**src/design/aabb_pkg.sv**
```systemverilog
// ----------------------------------------------------------------------------
// aabb_pkg: shared widths and types for the box gap distance block
// Fixed result widths and the per-cell payload of the square root chain.
// ----------------------------------------------------------------------------
package aabb_pkg;

    // Result distance width, unsigned Q13.4
    localparam int DIST_BITS = 17;
    // One clamped axis gap squared
    localparam int SQ_BITS   = 2 * DIST_BITS;
    // Sum of three squares
    localparam int SUM_BITS  = SQ_BITS + 2;
    // Root of the sum: one bit per cell
    localparam int ROOT_BITS = SUM_BITS / 2;
    // Partial remainder inside the chain
    localparam int REM_BITS  = ROOT_BITS + 2;

    typedef struct packed {
        logic [SUM_BITS-1:0]  rad;    // radicand bits not yet consumed, top first
        logic [REM_BITS-1:0]  rem;    // running remainder
        logic [ROOT_BITS-1:0] root;   // root bits found so far
        logic                 big;    // some axis gap beyond the result range
        logic                 touch;  // all axis gaps zero
    } t_sqrt_data;

endpackage

```
**src/design/aabb_box_if.sv**
```systemverilog
// ----------------------------------------------------------------------------
// aabb_box_if: box pair channel
// Valid/ready channel carrying the min and max corners of two boxes.
// ----------------------------------------------------------------------------
interface aabb_box_if #(
    parameter int COORD_BITS = 16
);
    logic                         valid;
    logic                         ready;
    logic signed [COORD_BITS-1:0] a_min_x;
    logic signed [COORD_BITS-1:0] a_min_y;
    logic signed [COORD_BITS-1:0] a_min_z;
    logic signed [COORD_BITS-1:0] a_max_x;
    logic signed [COORD_BITS-1:0] a_max_y;
    logic signed [COORD_BITS-1:0] a_max_z;
    logic signed [COORD_BITS-1:0] b_min_x;
    logic signed [COORD_BITS-1:0] b_min_y;
    logic signed [COORD_BITS-1:0] b_min_z;
    logic signed [COORD_BITS-1:0] b_max_x;
    logic signed [COORD_BITS-1:0] b_max_y;
    logic signed [COORD_BITS-1:0] b_max_z;

    modport source (
        output valid, a_min_x, a_min_y, a_min_z, a_max_x, a_max_y, a_max_z,
               b_min_x, b_min_y, b_min_z, b_max_x, b_max_y, b_max_z,
        input  ready
    );
    modport sink (
        input  valid, a_min_x, a_min_y, a_min_z, a_max_x, a_max_y, a_max_z,
               b_min_x, b_min_y, b_min_z, b_max_x, b_max_y, b_max_z,
        output ready
    );
endinterface

```
**src/design/aabb_dist_if.sv**
```systemverilog
// ----------------------------------------------------------------------------
// aabb_dist_if: distance result channel
// Valid/ready channel carrying the gap distance and the touching flag.
// ----------------------------------------------------------------------------
interface aabb_dist_if;
    logic                           valid;
    logic                           ready;
    logic [aabb_pkg::DIST_BITS-1:0] gap_distance;
    logic                           touching;

    modport source (
        output valid, gap_distance, touching,
        input  ready
    );
    modport sink (
        input  valid, gap_distance, touching,
        output ready
    );
endinterface

```
**src/design/aabb_gap_distance_3d.sv**
```systemverilog
// ----------------------------------------------------------------------------
// aabb_gap_distance_3d: Euclidean gap between two axis-aligned boxes
// Front end of gaps and squares, a chain of square root cells, output skid.
// ----------------------------------------------------------------------------
// Usage:
//   i_box carries one box pair per transfer (min and max corners, signed
//   Q11.4 at the default width). o_dist returns one transfer per pair, in
//   order: gap_distance (unsigned Q13.4, floor of the Euclidean gap,
//   saturated at the top of its range) and touching (all axis gaps zero,
//   distance then reads 0).
//   Pipeline: three register stages in the gap/square/sum front end, then
//   one per root bit in an 18-cell chain, all ahead of o_dist.valid.
//   Throughput: one pair per cycle while the skid is empty; all stages share one enable.
//   When the receiver stalls, the result at the end of the chain drops into
//   a one-entry skid register and the whole pipeline holds until the skid
//   empties; i_box.ready is the registered skid-empty flag, so no new pair
//   is taken while a finished result still waits.
//   Reset (synchronous, active low) clears every stage valid and the skid;
//   in-flight pairs are dropped, payload registers keep whatever they held.
// ----------------------------------------------------------------------------
module aabb_gap_distance_3d #(
    parameter int COORD_BITS = 16
) (
    input  logic        i_clk,
    input  logic        i_rst_n,
    aabb_box_if.sink    i_box,
    aabb_dist_if.source o_dist
);
    localparam int QB = aabb_pkg::ROOT_BITS;
    localparam int DB = aabb_pkg::DIST_BITS;

    logic signed [COORD_BITS-1:0] w_a_min [3];
    logic signed [COORD_BITS-1:0] w_a_max [3];
    logic signed [COORD_BITS-1:0] w_b_min [3];
    logic signed [COORD_BITS-1:0] w_b_max [3];

    // Chain links: index 0 is the front end output, QB the last cell output
    aabb_pkg::t_sqrt_data w_link_data  [QB+1];
    logic                 w_link_valid [QB+1];

    logic                 w_en;
    logic [DB-1:0]        n_dist;
    logic                 n_touch;
    logic                 w_last_valid;
    logic                 r_skid_valid;
    logic [DB-1:0]        r_skid_dist;
    logic                 r_skid_touch;

    // Advance everything unless a stalled result sits in the skid
    assign w_en        = !r_skid_valid;
    assign i_box.ready = w_en;

    assign w_a_min = '{i_box.a_min_x, i_box.a_min_y, i_box.a_min_z};
    assign w_a_max = '{i_box.a_max_x, i_box.a_max_y, i_box.a_max_z};
    assign w_b_min = '{i_box.b_min_x, i_box.b_min_y, i_box.b_min_z};
    assign w_b_max = '{i_box.b_max_x, i_box.b_max_y, i_box.b_max_z};

    aabb_gap_front #(
        .COORD_BITS (COORD_BITS)
    ) u_front (
        .i_clk   (i_clk),
        .i_rst_n (i_rst_n),
        .i_en    (w_en),
        .i_valid (i_box.valid),
        .i_a_min (w_a_min),
        .i_a_max (w_a_max),
        .i_b_min (w_b_min),
        .i_b_max (w_b_max),
        .o_valid (w_link_valid[0]),
        .o_data  (w_link_data[0])
    );

    // One cell per root bit, most significant first
    for (genvar c = 0; c < QB; c++) begin : g_cell
        aabb_sqrt_cell u_cell (
            .i_clk   (i_clk),
            .i_rst_n (i_rst_n),
            .i_en    (w_en),
            .i_valid (w_link_valid[c]),
            .i_data  (w_link_data[c]),
            .o_valid (w_link_valid[c+1]),
            .o_data  (w_link_data[c+1])
        );
    end

    assign w_last_valid = w_link_valid[QB];

    // Saturate the 18-bit root into the result range; contact reads zero
    always_comb begin
        n_touch = w_link_data[QB].touch;
        if (w_link_data[QB].touch) begin
            n_dist = '0;
        end else if (w_link_data[QB].big || w_link_data[QB].root[QB-1]) begin
            n_dist = '1;
        end else begin
            n_dist = w_link_data[QB].root[DB-1:0];
        end
    end

    // Catch the chain output when the receiver stalls; release on ready
    always_ff @(posedge i_clk) begin
        if (!i_rst_n) begin
            r_skid_valid <= 1'b0;
        end else if (!r_skid_valid) begin
            r_skid_valid <= w_last_valid && !o_dist.ready;
        end else if (o_dist.ready) begin
            r_skid_valid <= 1'b0;
        end
    end

    always_ff @(posedge i_clk) begin
        if (!r_skid_valid) begin
            r_skid_dist  <= n_dist;
            r_skid_touch <= n_touch;
        end
    end

    assign o_dist.valid        = r_skid_valid || w_last_valid;
    assign o_dist.gap_distance = r_skid_valid ? r_skid_dist  : n_dist;
    assign o_dist.touching     = r_skid_valid ? r_skid_touch : n_touch;

endmodule

```
**src/design/aabb_gap_front.sv**
```systemverilog
// ----------------------------------------------------------------------------
// aabb_gap_front: axis gaps, squares and their sum
// Three register stages: clamped gaps, squared gaps, sum of squares.
// ----------------------------------------------------------------------------
module aabb_gap_front #(
    parameter int COORD_BITS = 16
) (
    input  logic                         i_clk,
    input  logic                         i_rst_n,
    input  logic                         i_en,
    input  logic                         i_valid,
    input  logic signed [COORD_BITS-1:0] i_a_min [3],
    input  logic signed [COORD_BITS-1:0] i_a_max [3],
    input  logic signed [COORD_BITS-1:0] i_b_min [3],
    input  logic signed [COORD_BITS-1:0] i_b_max [3],
    output logic                         o_valid,
    output aabb_pkg::t_sqrt_data         o_data
);
    localparam int DB = aabb_pkg::DIST_BITS;
    localparam int GW = (COORD_BITS > DB) ? COORD_BITS : DB;

    logic [GW-1:0]                   w_gap_ext [3];
    logic [2:0]                      w_big;
    logic [2:0]                      w_zero;

    logic [DB-1:0]                   r_gap [3];
    logic                            r_big1;
    logic                            r_touch1;
    logic                            r_v1;
    logic [aabb_pkg::SQ_BITS-1:0]    r_sq [3];
    logic                            r_big2;
    logic                            r_touch2;
    logic                            r_v2;
    logic [aabb_pkg::SUM_BITS-1:0]   r_sum;
    logic                            r_big3;
    logic                            r_touch3;
    logic                            r_v3;
    logic [aabb_pkg::SUM_BITS-1:0]   n_sum;

    for (genvar k = 0; k < 3; k++) begin : g_axis
        logic signed [COORD_BITS:0] w_lo_diff;
        logic signed [COORD_BITS:0] w_hi_diff;
        logic [COORD_BITS-1:0]      w_gap;

        // Separation is positive and below 2^COORD_BITS, so the low bits hold it
        assign w_lo_diff = (COORD_BITS+1)'(i_b_min[k]) - (COORD_BITS+1)'(i_a_max[k]);
        assign w_hi_diff = (COORD_BITS+1)'(i_a_min[k]) - (COORD_BITS+1)'(i_b_max[k]);

        always_comb begin
            if (i_a_max[k] < i_b_min[k]) begin
                w_gap = w_lo_diff[COORD_BITS-1:0];
            end else if (i_a_min[k] > i_b_max[k]) begin
                w_gap = w_hi_diff[COORD_BITS-1:0];
            end else begin
                w_gap = '0;
            end
        end

        assign w_gap_ext[k] = GW'(w_gap);
        assign w_big[k]     = (w_gap_ext[k] >> DB) != '0;
        assign w_zero[k]    = (w_gap == '0);
    end

    assign n_sum = aabb_pkg::SUM_BITS'(r_sq[0]) + aabb_pkg::SUM_BITS'(r_sq[1])
                 + aabb_pkg::SUM_BITS'(r_sq[2]);

    always_ff @(posedge i_clk) begin
        if (!i_rst_n) begin
            r_v1 <= 1'b0;
            r_v2 <= 1'b0;
            r_v3 <= 1'b0;
        end else if (i_en) begin
            r_v1 <= i_valid;
            r_v2 <= r_v1;
            r_v3 <= r_v2;
        end
    end

    always_ff @(posedge i_clk) begin
        if (i_en) begin
            for (int k = 0; k < 3; k++) begin
                r_gap[k] <= w_gap_ext[k][DB-1:0];
                r_sq[k]  <= aabb_pkg::SQ_BITS'(r_gap[k]) * aabb_pkg::SQ_BITS'(r_gap[k]);
            end
            r_big1   <= |w_big;
            r_touch1 <= &w_zero;
            r_big2   <= r_big1;
            r_touch2 <= r_touch1;
            r_sum    <= n_sum;
            r_big3   <= r_big2;
            r_touch3 <= r_touch2;
        end
    end

    assign o_valid       = r_v3;
    assign o_data.rad    = r_sum;
    assign o_data.rem    = '0;
    assign o_data.root   = '0;
    assign o_data.big    = r_big3;
    assign o_data.touch  = r_touch3;

endmodule

```
**src/design/aabb_sqrt_cell.sv**
```systemverilog
// ----------------------------------------------------------------------------
// aabb_sqrt_cell: one digit of the square root chain
// Take the next two radicand bits, try to set one root bit, pass on.
// ----------------------------------------------------------------------------
module aabb_sqrt_cell (
    input  logic                 i_clk,
    input  logic                 i_rst_n,
    input  logic                 i_en,
    input  logic                 i_valid,
    input  aabb_pkg::t_sqrt_data i_data,
    output logic                 o_valid,
    output aabb_pkg::t_sqrt_data o_data
);
    localparam int RB = aabb_pkg::REM_BITS;
    localparam int QB = aabb_pkg::ROOT_BITS;
    localparam int SB = aabb_pkg::SUM_BITS;

    logic [RB-1:0]        w_rem_sh;
    logic [RB-1:0]        w_trial;
    logic                 w_ge;
    aabb_pkg::t_sqrt_data n_data;
    aabb_pkg::t_sqrt_data r_data;
    logic                 r_valid;

    // Remainder stays below 2^(RB-2) ahead of every step
    assign w_rem_sh = {i_data.rem[RB-3:0], i_data.rad[SB-1 -: 2]};
    assign w_trial  = {i_data.root, 2'b01};
    assign w_ge     = (w_rem_sh >= w_trial);

    always_comb begin
        n_data       = i_data;
        n_data.rad   = {i_data.rad[SB-3:0], 2'b00};
        n_data.rem   = w_ge ? (w_rem_sh - w_trial) : w_rem_sh;
        n_data.root  = {i_data.root[QB-2:0], w_ge};
    end

    always_ff @(posedge i_clk) begin
        if (!i_rst_n) begin
            r_valid <= 1'b0;
        end else if (i_en) begin
            r_valid <= i_valid;
        end
    end

    always_ff @(posedge i_clk) begin
        if (i_en) begin
            r_data <= n_data;
        end
    end

    assign o_valid = r_valid;
    assign o_data  = r_data;

endmodule
```
**src/flat_wrapper.sv**
```systemverilog
// flat-port wrapper written by rule: the top's interface ports become plain ports
module aabb_gap_distance_3d_flat 
#(
    parameter int COORD_BITS = 16
)
  (i_clk, i_rst_n, i_box_valid, i_box_a_min_x, i_box_a_min_y, i_box_a_min_z, i_box_a_max_x, i_box_a_max_y, i_box_a_max_z, i_box_b_min_x, i_box_b_min_y, i_box_b_min_z, i_box_b_max_x, i_box_b_max_y, i_box_b_max_z, i_box_ready, o_dist_valid, o_dist_gap_distance, o_dist_touching, o_dist_ready);
  aabb_box_if #(.COORD_BITS(COORD_BITS)) i_box_i ();
  aabb_dist_if o_dist_i ();
  input  logic i_clk;
  input  logic i_rst_n;
  input wire logic [$bits(i_box_i.valid)-1:0] i_box_valid;
  input wire logic [$bits(i_box_i.a_min_x)-1:0] i_box_a_min_x;
  input wire logic [$bits(i_box_i.a_min_y)-1:0] i_box_a_min_y;
  input wire logic [$bits(i_box_i.a_min_z)-1:0] i_box_a_min_z;
  input wire logic [$bits(i_box_i.a_max_x)-1:0] i_box_a_max_x;
  input wire logic [$bits(i_box_i.a_max_y)-1:0] i_box_a_max_y;
  input wire logic [$bits(i_box_i.a_max_z)-1:0] i_box_a_max_z;
  input wire logic [$bits(i_box_i.b_min_x)-1:0] i_box_b_min_x;
  input wire logic [$bits(i_box_i.b_min_y)-1:0] i_box_b_min_y;
  input wire logic [$bits(i_box_i.b_min_z)-1:0] i_box_b_min_z;
  input wire logic [$bits(i_box_i.b_max_x)-1:0] i_box_b_max_x;
  input wire logic [$bits(i_box_i.b_max_y)-1:0] i_box_b_max_y;
  input wire logic [$bits(i_box_i.b_max_z)-1:0] i_box_b_max_z;
  output wire logic [$bits(i_box_i.ready)-1:0] i_box_ready;
  output wire logic [$bits(o_dist_i.valid)-1:0] o_dist_valid;
  output wire logic [$bits(o_dist_i.gap_distance)-1:0] o_dist_gap_distance;
  output wire logic [$bits(o_dist_i.touching)-1:0] o_dist_touching;
  input wire logic [$bits(o_dist_i.ready)-1:0] o_dist_ready;
  assign i_box_i.valid = i_box_valid;
  assign i_box_i.a_min_x = i_box_a_min_x;
  assign i_box_i.a_min_y = i_box_a_min_y;
  assign i_box_i.a_min_z = i_box_a_min_z;
  assign i_box_i.a_max_x = i_box_a_max_x;
  assign i_box_i.a_max_y = i_box_a_max_y;
  assign i_box_i.a_max_z = i_box_a_max_z;
  assign i_box_i.b_min_x = i_box_b_min_x;
  assign i_box_i.b_min_y = i_box_b_min_y;
  assign i_box_i.b_min_z = i_box_b_min_z;
  assign i_box_i.b_max_x = i_box_b_max_x;
  assign i_box_i.b_max_y = i_box_b_max_y;
  assign i_box_i.b_max_z = i_box_b_max_z;
  assign i_box_ready = i_box_i.ready;
  assign o_dist_valid = o_dist_i.valid;
  assign o_dist_gap_distance = o_dist_i.gap_distance;
  assign o_dist_touching = o_dist_i.touching;
  assign o_dist_i.ready = o_dist_ready;
  aabb_gap_distance_3d #(.COORD_BITS(COORD_BITS)) u_core (.i_clk(i_clk), .i_rst_n(i_rst_n), .i_box(i_box_i), .o_dist(o_dist_i));
endmodule
```
**config.mk**
```make
export PLATFORM = sky130hd
export DESIGN_NAME = aabb_gap_distance_3d_flat
export DESIGN_NICKNAME = d
export VERILOG_FILES = /design/src/design/aabb_pkg.sv /design/src/design/aabb_box_if.sv /design/src/design/aabb_dist_if.sv /design/src/design/aabb_gap_distance_3d.sv /design/src/design/aabb_gap_front.sv /design/src/design/aabb_sqrt_cell.sv /design/src/flat_wrapper.sv
export SDC_FILE = /design/constraint.sdc
export NUM_CORES = 2
export LEC_CHECK = 0
export BUFFER_PORTS_ARGS = -buffer_cell sky130_fd_sc_hd__buf_2
export CAP_MARGIN = 5
export CORE_MARGIN = 4
export CORE_UTILIZATION = 60
export DETAILED_ROUTE_END_ITERATION = 10
export PLACE_DENSITY = 0.77
export RECOVER_POWER = 100
export SKIP_CTS_REPAIR_TIMING = 1
export SYNTH_ARGS = -nofsm -noshare
export SYNTH_HDL_FRONTEND = slang
export SYNTH_HIERARCHICAL = 1
export SYNTH_SLANG_ARGS = --single-unit
```
**constraint.sdc**
```tcl
create_clock -name i_clk -period 99.9 [get_ports i_clk]
set_input_delay 9.99 -clock i_clk [delete_from_list [all_inputs] [get_ports i_clk]]
set_output_delay 9.99 -clock i_clk [all_outputs]
set_load 0.01 [all_outputs]
```
* Yosys cells after proc, flatten, opt, wreduce, memory -nomap -nowiden
Memories as Yosys holds them, arrays and structs flattened.
Index checks and enable logic that the tools add are counted.
** Word-level totals
- Bits in writable memories :: 150
- Latch bits :: 0
- Bits in read-only memories :: 0
- Memories :: 2
- Flip-flop bits (word level) :: 865
- Input bits :: 196
** Memories
- u_core.u_front.r_sq :: depth 3, bits a word 34, read ports 3, clocked after Yosys merged registers in 0, write ports 3, line aabb_gap_front.sv:30 : logic [aabb_pkg::SQ_BITS-1:0] r_sq [3];
- u_core.u_front.r_gap :: depth 3, bits a word 16, read ports 3, clocked after Yosys merged registers in 0, write ports 3, line aabb_gap_front.sv:26 : logic [DB-1:0] r_gap [3];
** Cells by class
- Reductions and logical operators :: 8
- Shifts and indexed selects :: 0
- Eq/ne operators :: 0
- Magnitude comparators :: 24
- Divide/modulo/power cells :: 0
- Muxes and demuxes :: 30
- Multiply operators :: 3
- Bitwise logic cells :: 0
- Add/subtract/negate cells :: 25
** Operators with widths (number)
- two-way mux 18 bit :: 16
- multiplier 17 x 17 -> 34 bit :: 3
- two-way mux 16 bit :: 6
- subtractor 16 bit :: 6
- two-way mux 17 bit :: 3
- > comparator 16 bit :: 3
- zero test 16 bit :: 3
- < comparator 16 bit :: 3
- adder 35 x 34 -> 36 bit :: 1
- adder 34 x 34 -> 35 bit :: 1
- greater-or-equal comparator 20 x 10 -> 1 bit :: 1
- greater-or-equal comparator 20 x 11 -> 1 bit :: 1
- greater-or-equal comparator 20 x 12 -> 1 bit :: 1
- greater-or-equal comparator 20 x 13 -> 1 bit :: 1
- greater-or-equal comparator 20 x 14 -> 1 bit :: 1
- greater-or-equal comparator 20 x 15 -> 1 bit :: 1
- greater-or-equal comparator 20 x 16 -> 1 bit :: 1
- greater-or-equal comparator 20 x 17 -> 1 bit :: 1
- greater-or-equal comparator 20 x 18 -> 1 bit :: 1
- greater-or-equal comparator 20 x 19 -> 1 bit :: 1
- greater-or-equal comparator 20 x 3 -> 1 bit :: 1
- greater-or-equal comparator 20 x 4 -> 1 bit :: 1
- greater-or-equal comparator 20 x 5 -> 1 bit :: 1
- greater-or-equal comparator 20 x 6 -> 1 bit :: 1
- 27 further kinds :: 31

* Depth between registers and ports, before layout
- Depth after elaboration :: 5
- Gate-level depth with buffers :: 26

* Hierarchy
Netlist, hierarchy kept.
** Modules (own cells, without submodules)
- aabb_sqrt_cell :: seq. area each 2242.2 µm², area an instance 3708.6 µm², instances 18, cells an instance 280
- aabb_gap_front :: seq. area each 5645.4 µm², area an instance 36608.9 µm², instances 1, cells an instance 3906
- aabb_gap_distance_3d :: seq. area each 380.4 µm², area an instance 703.2 µm², instances 1, cells an instance 83

* Least setup slack after synthesis
No wires, ideal clock.
- Path type :: reg2out
- Start :: register u_core.r_skid_valid
- End :: output port i_box_ready
- Arrival :: 30.532 ns
- Cell stages (with the launch flop) :: 4
- Slack :: 59.378 ns
- Cell sequence :: dfxtp_1 > buf_2 > buf_2 > inv_1
** On the way
- Cells in the longest elaborated chain, start to end :: 1
** RTL lines
- start: declaration :: line aabb_gap_distance_3d.sv:45 : logic r_skid_valid;
- start signal: assignment :: line aabb_gap_distance_3d.sv:105 : r_skid_valid <= w_last_valid && !o_dist.ready;
- zero test 1 bit
- end: declaration :: line flat_wrapper.sv:24 : output wire logic [$bits(i_box_i.ready)-1:0] i_box_ready;
No other way between the ends.

* Final worst setup path
- Start :: register u_core.r_skid_valid
- End :: register u_core.g_cell[5].u_cell.r_data, in the netlist u_core/g_cell[5].u_cell/o_data[61] (enable)
** RTL lines
- end signal: assignment :: line aabb_sqrt_cell.sv:47 : r_data <= n_data;
- end: declaration :: line aabb_sqrt_cell.sv:22 : aabb_pkg::t_sqrt_data r_data;
No word-level cell between the ends.

==> flow_summary.yaml <==
clock_tree:
  ctsHtreeMaxLevel: 4
  cts_tree: "built"
  path_clk_slew_ns: 0.07
  insertion_delay_ns: 0.79
  clk_path_buf_depth: 3
  clock_sinks: 1198
  cts_buffers: 134
  clock-root-buffer: "clkbuf_16"
setup_path:
  r2r_end: "u_core/g_cell[5].u_cell/o_data[61]"
  slowest_stage: "clkbuf_1"
  crit_buf_inv: 4
  rr_worst_depth: 4
  crit_type: "reg -> reg"
  regToRegSetupSlack_ns: 79.24
  crit_path_start_kind: "flip-flop"
  path_cells: "clkinvlp_2 -> clkbuf_1 -> clkbuf_1 -> clkbuf_1"
  critical_path.max_fanout: 176
  crit_path_frequent_cell: "clkbuf_1"
  required_ns: 100.15
  r2r-start: "u_core/r_skid_valid"
  cp-startpoint: "u_core/r_skid_valid"
  slowest_delay_ns: 6.40
  cp_top_family: "buffers and inverters"
  crit_arrival_ns: 20.91
  cp-end-kind: "flip-flop"
die:
  num_io_pins: 216
  die_y_um: 394.7
  initial_utilization_pct: 60.53
  coreArea_um2: 148200
  rows: 141
  dieArea_um2: 155700
  die_x_um: 394.7
route:
  drt-initial-drc-count: 3911
  via_per_inst: 5.721
  drt-total-wl_um: 194900
  wire_per_inst_um: 18.72
  ant_nets: 0
  drc: 0
  vias: 59560
  firstDrtPassIters: 6
yosys:
  syn-cell-area_um2: 89700
  syn_area_per_cell_um2: 11.03
  yosys_warnings: 6
  synth_cells: 8136
min_path:
  hp-start: "u_core/g_cell[7].u_cell/o_data[63]"
  min_to: "u_core/g_cell[8].u_cell/o_data[65]"
  hold_class: "reg -> reg"
  hold_depth: 0
placement:
  dp_hpwl_um: 153200
  place_congestion: 0.9101
  dpl_cell_area_um2: 92180
  numPortBuffers: 215
sta:
  final-hold-violation-count: 0
  drv_slew: 1205
  period_share_pct: 20.68
  worst_slew_pin_slew_ns: 8.586
  min_period_ns: 20.66
  skew_ns: 0.03133
  max_freq_ghz: 0.04841
  relSlewSlack_pct: -472.4
  finalSetupTns_ns: 0
  rsz0062_at_grt: "false"
  setup_viol: 0
final_layout:
  stdcell_area_um2: 95780
  area_growth_pct: 6.778
  nNetsFinal: 9950
  layout-drive-gt1-share_pct: 5.968
run:
  maxCapViolations: 13
outcome:
  status: "finished, violations left"
  violations: "capacitance limit, slew limit"
grt:
  grt_use_total_pct: 24.88
  grt_pass1_wl_um: 314900
  grt_max_degree: 177
  grt_pass1_vias: 61580
  grt_antenna_before_repair: 3
  grt-ovfl-total: 0
==> cell usage in the layout (no fill, tap or decap), types with 22 or more instances in the layout <==
cell type  count
inv_1       1355
edfxtp_1    1158
ha_1         864
fa_1         521
nand2_1      518
a21oi_1      422
xnor2_1      349
nor2_1       314
o21ai_0      290
buf_2        195
mux2_1       188
and2_1       182
a21o_1       166
clkbuf_16    135
xor2_1       132
nand4_1      120
nor3_1       115
o21a_1       104
o211ai_1      94
nand3_1       87
nor2b_1       77
and3_1        71
a211oi_1      65
nand2b_1      63
o31ai_1       63
clkbuf_1      59
o21bai_1      48
or2_2         45
or3_1         43
mux2i_1       42
dfxtp_1       40
conb_1        40
o31a_1        38
a31oi_1       28
a21boi_0      27
and2_0        26
a211o_1       25
a41oi_1       24
nor3b_1       22
==> metal layers <==
layer  track usage, %  wire, um  vias up
met2            44.68     98890     1668
met3            3.305      8784      441
met1            30.33     79130    28770
met4            9.939      8036        2
met5                0         7        -
li1                 -         -    28690
==> sequential cells by signal, summed over array words and instances, names as in the netlist <==
signal,count
u_core/g_cell.u_cell/o_data,972
u_core/u_front/r_sq,99
u_core/u_front/r_gap,48
u_core/u_front/r_sum,36
u_core/g_cell.u_cell/o_valid,18
u_core/r_skid_dist,17
u_core/r_skid_touch,1
u_core/r_skid_valid,1
u_core/u_front/o_valid,1
u_core/u_front/r_touch1,1
u_core/u_front/r_touch2,1
u_core/u_front/r_touch3,1
u_core/u_front/r_v1,1
u_core/u_front/r_v2,1
==> final cells by class <==
cell class / count / area (um^2)
Sequential cell: 1198 / 35570
Fill cell: 11510 / 52410
Multi-Input combinational cell: 5429 / 47000
Inverter: 1374 / 5187
Clock buffer: 164 / 3511
Antenna cell: 3 / 7.507
Tap cell: 1930 / 2415
Timing Repair Buffer: 232 / 1122
Clock inverter: 81 / 964.7
==> how the worst max path moves through the flow <==
stage                                         end  slack [ns]  cells after the start
6_report       u_core/g_cell[5].u_cell/o_data[61]       79.24                      4
3_5_place_dp              u_core/u_front/r_touch1       85.83                     14
4_1_cts                   u_core/u_front/r_touch1       86.66                     16
3_3_place_gp              u_core/u_front/r_touch1       85.89                     16
2_1_floorplan                         i_box_ready       66.32                      3
5_1_grt        u_core/g_cell[5].u_cell/o_data[65]       76.87                      4
==> stage by stage <==
step	utilization [%]	std cells	setup WS, ns	hold slack [ns]
after global placement	62.20	10160	85.89	0.4011
final	64.63	10410	79.24	0.3996
after global routing	64.63	10410	76.87	0.4024
after floorplan	-	8175	66.32	0.4003
after detailed placement	62.20	10160	85.83	0.4045
after CTS	65.22	10410	86.66	0.3951
Power is not shown: default switching activity piles up to over one toggle a cycle in this logic, so the estimate is an artifact.
